<file path="src/design/bfba_pkg.sv">
// ----------------------------------------------------------------------------
// bfba_pkg
// Shared types and constants for the best-fit block allocator.
// ----------------------------------------------------------------------------
package bfba_pkg;

	localparam int DEF_MAX_BLOCKS = 16;
	localparam int DEF_SIZE_BITS  = 16;

	localparam logic [1:0] OP_CLEAR   = 2'd0;
	localparam logic [1:0] OP_LOAD    = 2'd1;
	localparam logic [1:0] OP_REQUEST = 2'd2;

	typedef struct packed {
		logic [1:0]  opcode;
		logic [15:0] size_value;
	} cmd_t;

	typedef struct packed {
		logic        granted;
		logic [4:0]  block_position;
		logic [15:0] chosen_size;
	} result_t;

	typedef struct packed {
		logic clear;
		logic load;
		logic mark;
	} cell_ctrl_t;

endpackage

</file>
<file path="src/design/bfba_cell.sv">
// ----------------------------------------------------------------------------
// bfba_cell
// One table entry plus one stage of the search chain.
// ----------------------------------------------------------------------------
module bfba_cell #(
	parameter int SIZE_BITS = 16,
	parameter int IDX_W     = 4,
	parameter int INDEX     = 0
) (
	input  logic                  clk,
	input  logic                  arst_n,
	input  bfba_pkg::cell_ctrl_t  ctrl,
	input  logic [IDX_W-1:0]      sel_idx,
	input  logic [SIZE_BITS-1:0]  load_size,
	input  logic [SIZE_BITS-1:0]  req_size,
	input  logic                  tok_valid_in,
	input  logic                  tok_found_in,
	input  logic [SIZE_BITS-1:0]  tok_size_in,
	input  logic [IDX_W-1:0]      tok_idx_in,
	output logic                  tok_valid_out,
	output logic                  tok_found_out,
	output logic [SIZE_BITS-1:0]  tok_size_out,
	output logic [IDX_W-1:0]      tok_idx_out
);
	import bfba_pkg::*;

	logic                 valid_q;
	logic                 used_q;
	logic [SIZE_BITS-1:0] size_q;
	logic                 tok_valid_q;
	logic                 tok_found_q;
	logic [SIZE_BITS-1:0] tok_size_q;
	logic [IDX_W-1:0]     tok_idx_q;
	logic                 hit;
	logic                 take;

	assign hit  = (sel_idx == IDX_W'(INDEX));
	// Strict less-than keeps the earliest entry on a tie.
	assign take = valid_q && !used_q && (size_q >= req_size) &&
	              (!tok_found_in || (size_q < tok_size_in));

	always_ff @(posedge clk or negedge arst_n) begin
		if (!arst_n) begin
			valid_q <= 1'b0;
			used_q  <= 1'b0;
		end else if (ctrl.clear) begin
			valid_q <= 1'b0;
			used_q  <= 1'b0;
		end else if (ctrl.mark && hit) begin
			used_q <= 1'b1;
		end else if (ctrl.load && hit) begin
			valid_q <= 1'b1;
			used_q  <= 1'b0;
		end
	end

	always_ff @(posedge clk) begin
		if (ctrl.load && !ctrl.mark && hit) begin
			size_q <= load_size;
		end
	end

	always_ff @(posedge clk or negedge arst_n) begin
		if (!arst_n) begin
			tok_valid_q <= 1'b0;
		end else begin
			tok_valid_q <= tok_valid_in;
		end
	end

	always_ff @(posedge clk) begin
		tok_found_q <= tok_found_in || take;
		tok_size_q  <= take ? size_q : tok_size_in;
		tok_idx_q   <= take ? IDX_W'(INDEX) : tok_idx_in;
	end

	assign tok_valid_out = tok_valid_q;
	assign tok_found_out = tok_found_q;
	assign tok_size_out  = tok_size_q;
	assign tok_idx_out   = tok_idx_q;

endmodule

</file>
<file path="src/design/best_fit_block_allocator.sv">
// ----------------------------------------------------------------------------
// best_fit_block_allocator
// Best-fit allocator over a table of block sizes held in a chain of cells.
// ----------------------------------------------------------------------------
// Usage:
//   Present a command on cmd with start high; it is taken when busy is low.
//   Clear empties the table, load appends a free block (dropped when the table
//   is full); both give no result and leave busy low.
//   A request sends a search token down the chain of MAX_BLOCKS cells, one
//   cell per cycle, each keeping the smallest fitting free block seen so far.
//   busy stays high until the token leaves the tail; in the first cycle with
//   busy low done pulses for one cycle with result valid, and the chosen block
//   has already been marked used, so the next command may start in that cycle.
//   The receiver cannot stall: the result is only valid while done is high.
//   Reset empties the table and drops any search in flight.
// ----------------------------------------------------------------------------
module best_fit_block_allocator #(
	parameter int MAX_BLOCKS = bfba_pkg::DEF_MAX_BLOCKS,
	parameter int SIZE_BITS  = bfba_pkg::DEF_SIZE_BITS
) (
	input  logic              clk,
	input  logic              arst_n,
	input  logic              start,
	output logic              busy,
	input  bfba_pkg::cmd_t    cmd,
	output logic              done,
	output bfba_pkg::result_t result
);
	import bfba_pkg::*;

	localparam int IDX_W = $clog2(MAX_BLOCKS);
	localparam int CNT_W = $clog2(MAX_BLOCKS + 1);

	localparam logic ST_IDLE   = 1'b0;
	localparam logic ST_SEARCH = 1'b1;

	logic                 state_q;
	logic [CNT_W-1:0]     count_q;
	logic                 done_q;
	result_t              result_q;
	logic [SIZE_BITS-1:0] req_q;

	logic                 accept;
	logic [SIZE_BITS+15:0] in_ext;
	logic [SIZE_BITS-1:0] in_size;
	logic [SIZE_BITS-1:0] req_size;
	cell_ctrl_t           ctrl;
	logic [IDX_W-1:0]     sel_idx;

	logic                 tv [MAX_BLOCKS+1];
	logic                 tf [MAX_BLOCKS+1];
	logic [SIZE_BITS-1:0] ts [MAX_BLOCKS+1];
	logic [IDX_W-1:0]     ti [MAX_BLOCKS+1];

	logic                 tail_valid;
	logic [IDX_W:0]       pos;
	logic [IDX_W+5:0]     pos_ext;
	logic [SIZE_BITS+15:0] size_ext;

	assign accept  = start && !busy;
	assign in_ext  = {{SIZE_BITS{1'b0}}, cmd.size_value};
	assign in_size = in_ext[SIZE_BITS-1:0];
	// The head cell compares in the accepting cycle, before req_q is loaded.
	assign req_size = tv[0] ? in_size : req_q;

	assign tail_valid = tv[MAX_BLOCKS];

	always_comb begin
		ctrl.clear = accept && (cmd.opcode == OP_CLEAR);
		ctrl.load  = accept && (cmd.opcode == OP_LOAD) && (count_q < CNT_W'(MAX_BLOCKS));
		ctrl.mark  = tail_valid && tf[MAX_BLOCKS];
		sel_idx    = ctrl.mark ? ti[MAX_BLOCKS] : count_q[IDX_W-1:0];
	end

	// Token enters the head of the chain with nothing found yet.
	assign tv[0] = accept && (cmd.opcode == OP_REQUEST);
	assign tf[0] = 1'b0;
	assign ts[0] = '0;
	assign ti[0] = '0;

	for (genvar g = 0; g < MAX_BLOCKS; g++) begin : g_cell
		bfba_cell #(
			.SIZE_BITS (SIZE_BITS),
			.IDX_W     (IDX_W),
			.INDEX     (g)
		) u_cell (
			.clk           (clk),
			.arst_n        (arst_n),
			.ctrl          (ctrl),
			.sel_idx       (sel_idx),
			.load_size     (in_size),
			.req_size      (req_size),
			.tok_valid_in  (tv[g]),
			.tok_found_in  (tf[g]),
			.tok_size_in   (ts[g]),
			.tok_idx_in    (ti[g]),
			.tok_valid_out (tv[g+1]),
			.tok_found_out (tf[g+1]),
			.tok_size_out  (ts[g+1]),
			.tok_idx_out   (ti[g+1])
		);
	end

	assign pos      = {1'b0, ti[MAX_BLOCKS]} + (IDX_W+1)'(1);
	assign pos_ext  = {5'd0, pos};
	assign size_ext = {16'd0, ts[MAX_BLOCKS]};

	always_ff @(posedge clk or negedge arst_n) begin
		if (!arst_n) begin
			state_q <= ST_IDLE;
			count_q <= '0;
			done_q  <= 1'b0;
		end else begin
			done_q <= 1'b0;
			if (ctrl.clear) begin
				count_q <= '0;
			end else if (ctrl.load) begin
				count_q <= count_q + CNT_W'(1);
			end
			unique case (state_q)
				ST_IDLE: begin
					if (tv[0]) begin
						state_q <= ST_SEARCH;
					end
				end
				ST_SEARCH: begin
					if (tail_valid) begin
						state_q <= ST_IDLE;
						done_q  <= 1'b1;
					end
				end
				default: state_q <= ST_IDLE;
			endcase
		end
	end

	always_ff @(posedge clk) begin
		if (tv[0]) begin
			req_q <= in_size;
		end
		if (tail_valid) begin
			result_q.granted        <= tf[MAX_BLOCKS];
			result_q.block_position <= tf[MAX_BLOCKS] ? pos_ext[4:0] : 5'd0;
			result_q.chosen_size    <= tf[MAX_BLOCKS] ? size_ext[15:0] : 16'd0;
		end
	end

	assign busy   = (state_q == ST_SEARCH);
	assign done   = done_q;
	assign result = result_q;

endmodule
</file>
<file path="config.mk">
export PLATFORM = sky130hd
export DESIGN_NAME = best_fit_block_allocator
export DESIGN_NICKNAME = d
export VERILOG_FILES = /design/src/design/bfba_pkg.sv /design/src/design/bfba_cell.sv /design/src/design/best_fit_block_allocator.sv
export SDC_FILE = /design/constraint.sdc
export NUM_CORES = 1
export LEC_CHECK = 0
export ABC_AREA = 1
export CAP_MARGIN = 30
export CORE_ASPECT_RATIO = 1.2
export CORE_MARGIN = 2
export CORE_UTILIZATION = 60
export CTS_BUF_LIST = sky130_fd_sc_hd__clkbuf_8
export DETAILED_ROUTE_END_ITERATION = 16
export DONT_BUFFER_PORTS = 1
export GPL_ROUTABILITY_DRIVEN = 0
export PLACE_DENSITY = 0.79
export SLEW_MARGIN = 10
export SYNTH_ARGS = -nofsm -noshare
export SYNTH_HDL_FRONTEND = slang
export SYNTH_SLANG_ARGS = --single-unit
</file>
<file path="constraint.sdc">
create_clock -name clk -period 3.4 [get_ports clk]
set_input_delay 0.17 -clock clk [delete_from_list [all_inputs] [get_ports clk]]
set_output_delay 0.17 -clock clk [all_outputs]
set_load 0.005 [all_outputs]
</file>
==> run_summary.xml <==
<?xml version="1.0" encoding="UTF-8"?>
<metrics>
  <group name="sta">
    <metric name="final_period_minus_worst_setup_slack" unit="ps">3210</metric>
    <metric name="grt_setup_unrepaired" unit="">yes</metric>
    <metric name="setup_violations" unit="">0</metric>
    <metric name="f_max" unit="MHz">312</metric>
    <metric name="worst_slew_margin_rel" unit="">0.291</metric>
    <metric name="hold_ws" unit="ps">91.1</metric>
    <metric name="min_period_over_period" unit="">0.944</metric>
    <metric name="tightestPinTransition" unit="ps">1060</metric>
    <metric name="hold_viol" unit="">0</metric>
    <metric name="setup-tns-final" unit="ps">0</metric>
    <metric name="maxSlewViolCount" unit="">0</metric>
    <metric name="fin_skew" unit="ps">51.0</metric>
  </group>
  <group name="route">
    <metric name="drtPass1Iterations" unit="">8</metric>
    <metric name="routed_wirelength" unit="um">85400</metric>
    <metric name="antenna_violating_nets_post_route" unit="">0</metric>
    <metric name="drt_drc_violations_left" unit="">0</metric>
    <metric name="viasPerCell" unit="">5.67</metric>
    <metric name="wl_per_cell" unit="um">18.5</metric>
    <metric name="drt-initial-drc-count" unit="">1983</metric>
    <metric name="num_vias" unit="">26300</metric>
  </group>
  <group name="critical_path">
    <metric name="setup.worst_path.start_class" unit="">flop</metric>
    <metric name="critPathArrivalTime" unit="ps">3790</metric>
    <metric name="worst_path_required_time" unit="ps">3980</metric>
    <metric name="crit_fanout" unit="">20</metric>
    <metric name="setup.worst_path.class" unit="">flop to flop</metric>
    <metric name="crit_path_end_kind" unit="">flop</metric>
  </group>
  <group name="yosys">
    <metric name="netlist_area" unit="mm2">0.0339</metric>
    <metric name="synth.lib_cells_used.distinct" unit="">33</metric>
    <metric name="synth.avg_cell_area" unit="um2">9.22</metric>
    <metric name="syn-num-nets" unit="">4163</metric>
    <metric name="synthesized_flop_and_latch_total" unit="">670</metric>
    <metric name="ys_seq_area_frac" unit="">0.486</metric>
    <metric name="synth_warnings" unit="">0</metric>
    <metric name="synth_cells" unit="">3675</metric>
  </group>
  <group name="power_and_ir_drop">
    <metric name="power.density_cell_area" unit="mW/mm2">743</metric>
    <metric name="power.total" unit="mW">28.1</metric>
    <metric name="vdd_ir_drop_max" unit="V">0.000609</metric>
    <metric name="leakage" unit="nW">18.3</metric>
  </group>
  <group name="final_layout">
    <metric name="area_growth_syn_to_layout" unit="%">11.5</metric>
    <metric name="multi_input_comb_area" unit="mm2">0.0149</metric>
    <metric name="layout.filler_cells" unit="">4249</metric>
    <metric name="finalNetCount" unit="">4298</metric>
    <metric name="post_route_cells_drive_above_1_share" unit="">0.0803</metric>
    <metric name="final-seq-area" unit="mm2">0.0165</metric>
    <metric name="utilization" unit="">0.676</metric>
  </group>
  <group name="clocking">
    <metric name="clock_tree.root_cell" unit="">sky130_fd_sc_hd__clkbuf_8</metric>
    <metric name="cts_tree" unit="">done</metric>
    <metric name="clk_pin_slew" unit="ps">70</metric>
    <metric name="max-clock-path-buffers" unit="">3</metric>
    <metric name="clk-insertion-delay-late" unit="ps">730</metric>
    <metric name="htree_levels" unit="">3</metric>
    <metric name="clock_sinks" unit="">670</metric>
    <metric name="numCtsBuffers" unit="">103</metric>
  </group>
  <group name="grt">
    <metric name="grt.overflow.total" unit="">0</metric>
    <metric name="grt_start_max_net_pins" unit="">56</metric>
    <metric name="antenna_found_initial" unit="">6</metric>
    <metric name="grt_pass1_vias" unit="">26000</metric>
    <metric name="global_route_wire_length_before_repair" unit="um">135000</metric>
    <metric name="gr-usage-all-layers" unit="">0.293</metric>
  </group>
  <group name="place">
    <metric name="io_buffers" unit="">0</metric>
    <metric name="dp_hpwl" unit="um">59300</metric>
  </group>
  <group name="die">
    <metric name="core-area" unit="mm2">0.0559</metric>
    <metric name="floorplan.die.width" unit="um">221</metric>
    <metric name="die_y" unit="um">264</metric>
    <metric name="io_pins" unit="">45</metric>
    <metric name="die_area" unit="mm2">0.0584</metric>
    <metric name="floorplan.initialDensity" unit="">0.607</metric>
    <metric name="core.rowCount" unit="">95</metric>
  </group>
  <group name="flow_run">
    <metric name="maxCapViolations" unit="">0</metric>
  </group>
  <group name="run_status">
    <metric name="outcome" unit="">complete, no violations</metric>
  </group>
  <group name="hold_path">
    <metric name="hold_path.class" unit="">input pin to async pin</metric>
  </group>
</metrics>
final timing paths:
kind                                                  from                                end  slack, ps  cells past startpoint
hold reg to reg            g_cell[14].u_cell.tok_valid_out    g_cell[15].u_cell.tok_valid_out        340                      0
hold / removal                                      arst_n          g_cell[14].u_cell.valid_q         90                      3
setup reg to reg                                      busy  g_cell[10].u_cell.tok_size_out[9]        190                     16
setup / recovery                                      busy  g_cell[10].u_cell.tok_size_out[9]        190                     16
min in group clk                                    cmd[6]         g_cell[1].u_cell.size_q[6]        250                      1
max in group asynchronous                           arst_n           g_cell[9].u_cell.valid_q       3060                      3
layer usage:
| layer | global-route usage | vias up | wire (um) |
|---|---|---|---|
| met1 | 0.332 | 12200 | 31600 |
| met5 | 0 | - | 13 |
| met3 | 0.0454 | 332 | 5480 |
| li1 | - | 12700 | - |
| met4 | 0.183 | 2 | 5460 |
| met2 | 0.516 | 989 | 42900 |
cells in the final DEF (no fill, tap or decap), types with 61 or more instances in the layout:
cell type | netlist | layout
sky130_fd_sc_hd__nand2_1 | 959 | 959
sky130_fd_sc_hd__inv_1 | 574 | 601
sky130_fd_sc_hd__ha_1 | 467 | 467
sky130_fd_sc_hd__dfxtp_1 | 337 | 337
sky130_fd_sc_hd__edfxtp_1 | 278 | 278
sky130_fd_sc_hd__nand4_1 | 257 | 257
sky130_fd_sc_hd__a21oi_1 | 248 | 248
sky130_fd_sc_hd__clkbuf_8 | 0 | 122
sky130_fd_sc_hd__o21ai_0 | 98 | 86
sky130_fd_sc_hd__nor3_1 | 81 | 80
sky130_fd_sc_hd__buf_4 | 8 | 63
sky130_fd_sc_hd__nor2_1 | 61 | 61
cell families after synthesis:
kind of cell | share of synthesized area
buffers and inverters | 0.0779
DFF | 0.486
adders and majority gates | 0.172
xor gates and xnor gates | 0.000259
AOI/OAI and AO/OA | 0.0637
and+or+nand+nor | 0.200
state kept, by name, indices dropped and copies added (netlist names):
name	flops
busy	1
g_cell.u_cell.tok_idx_out	49
g_cell.u_cell.tok_valid_out	16
done	1
g_cell.u_cell.used_q	16
req_q	16
g_cell.u_cell.size_q	256
count_q	5
g_cell.u_cell.tok_found_out	16
result	22
g_cell.u_cell.tok_size_out	256
g_cell.u_cell.valid_q	16
worst max-delay path, cell delays in order, from the launching register on:
cell and delay [ps]:
sky130_fd_sc_hd__dfrtp_1 430, sky130_fd_sc_hd__nor2_2 220, sky130_fd_sc_hd__nand2_4 160, sky130_fd_sc_hd__inv_2 150, sky130_fd_sc_hd__or2_2 150, sky130_fd_sc_hd__o21ai_4 80, sky130_fd_sc_hd__buf_12 200, sky130_fd_sc_hd__ha_1 290
sky130_fd_sc_hd__inv_1 50, sky130_fd_sc_hd__nor3_1 290, sky130_fd_sc_hd__nand2_1 100, sky130_fd_sc_hd__nand2_1 130, sky130_fd_sc_hd__nand2_1 100, sky130_fd_sc_hd__nand2_4 200, sky130_fd_sc_hd__nand3_4 270, sky130_fd_sc_hd__nand2_1 160
sky130_fd_sc_hd__nand2_1 70
repair_timing:
action	CTS	global route
endpoints found under the setup margin	48	315
pin swaps	0	2
resized for setup	1	20
hold buffers	34	0
gates cloned	0	2
endpoints found under the hold margin	350	0
buffers inserted	0	4
metrics by stage:
| stage | cell area, um2 | setup slack, ps | instances |
|---|---|---|---|
| 2_1_floorplan | 33900 | 280 | 3675 |
| 3_3_place_gp | 34900 | 38.8 | 4388 |
| 3_5_place_dp | 34900 | -34.0 | 4389 |
| 4_1_cts | 37500 | 8.69 | 4616 |
| 5_1_grt | 37800 | -25.6 | 4630 |
| 6_report | 37800 | 191 | 4630 |
layout make-up:
cell class                 count  area share
antenna                        5    0.000331
clock buffer                 122      0.0445
clock inverter                71      0.0133
inverter                     575      0.0571
multi-input combinational   2353       0.395
sequential                   670       0.436
tap                          727      0.0241
timing repair buffer         107      0.0298
power by group:
| part | switching (mW) | internal [mW] |
|---|---|---|
| Combinational | 6.27 | 3.42 |
| Clock | 3.21 | 3.75 |
| Sequential | 1.13 | 10.3 |
Yosys cell counts, drive strengths merged:
library cell	number	area (um2)
a21o	18	135
nor4	3	18.8
o21ai	100	508
ha	467	5840
edfxtp	278	8350
xor2	1	8.76
nand4	257	1610
a41oi	9	78.8
a21oi	248	1240
o21a	1	7.51
nand3b	26	195
a211oi	19	143
nand2	979	3770
dfxtp	337	6750
nor2	73	304
nor3	81	405
a32o	1	10.0
or2	8	50.1
clkbuf	38	143
inv	574	2150
o31a	4	35.0
buf	41	338
nand3	56	408
dfrtp	55	1380
clkinv	1	3.75
Power figures use the tool's default switching activity.
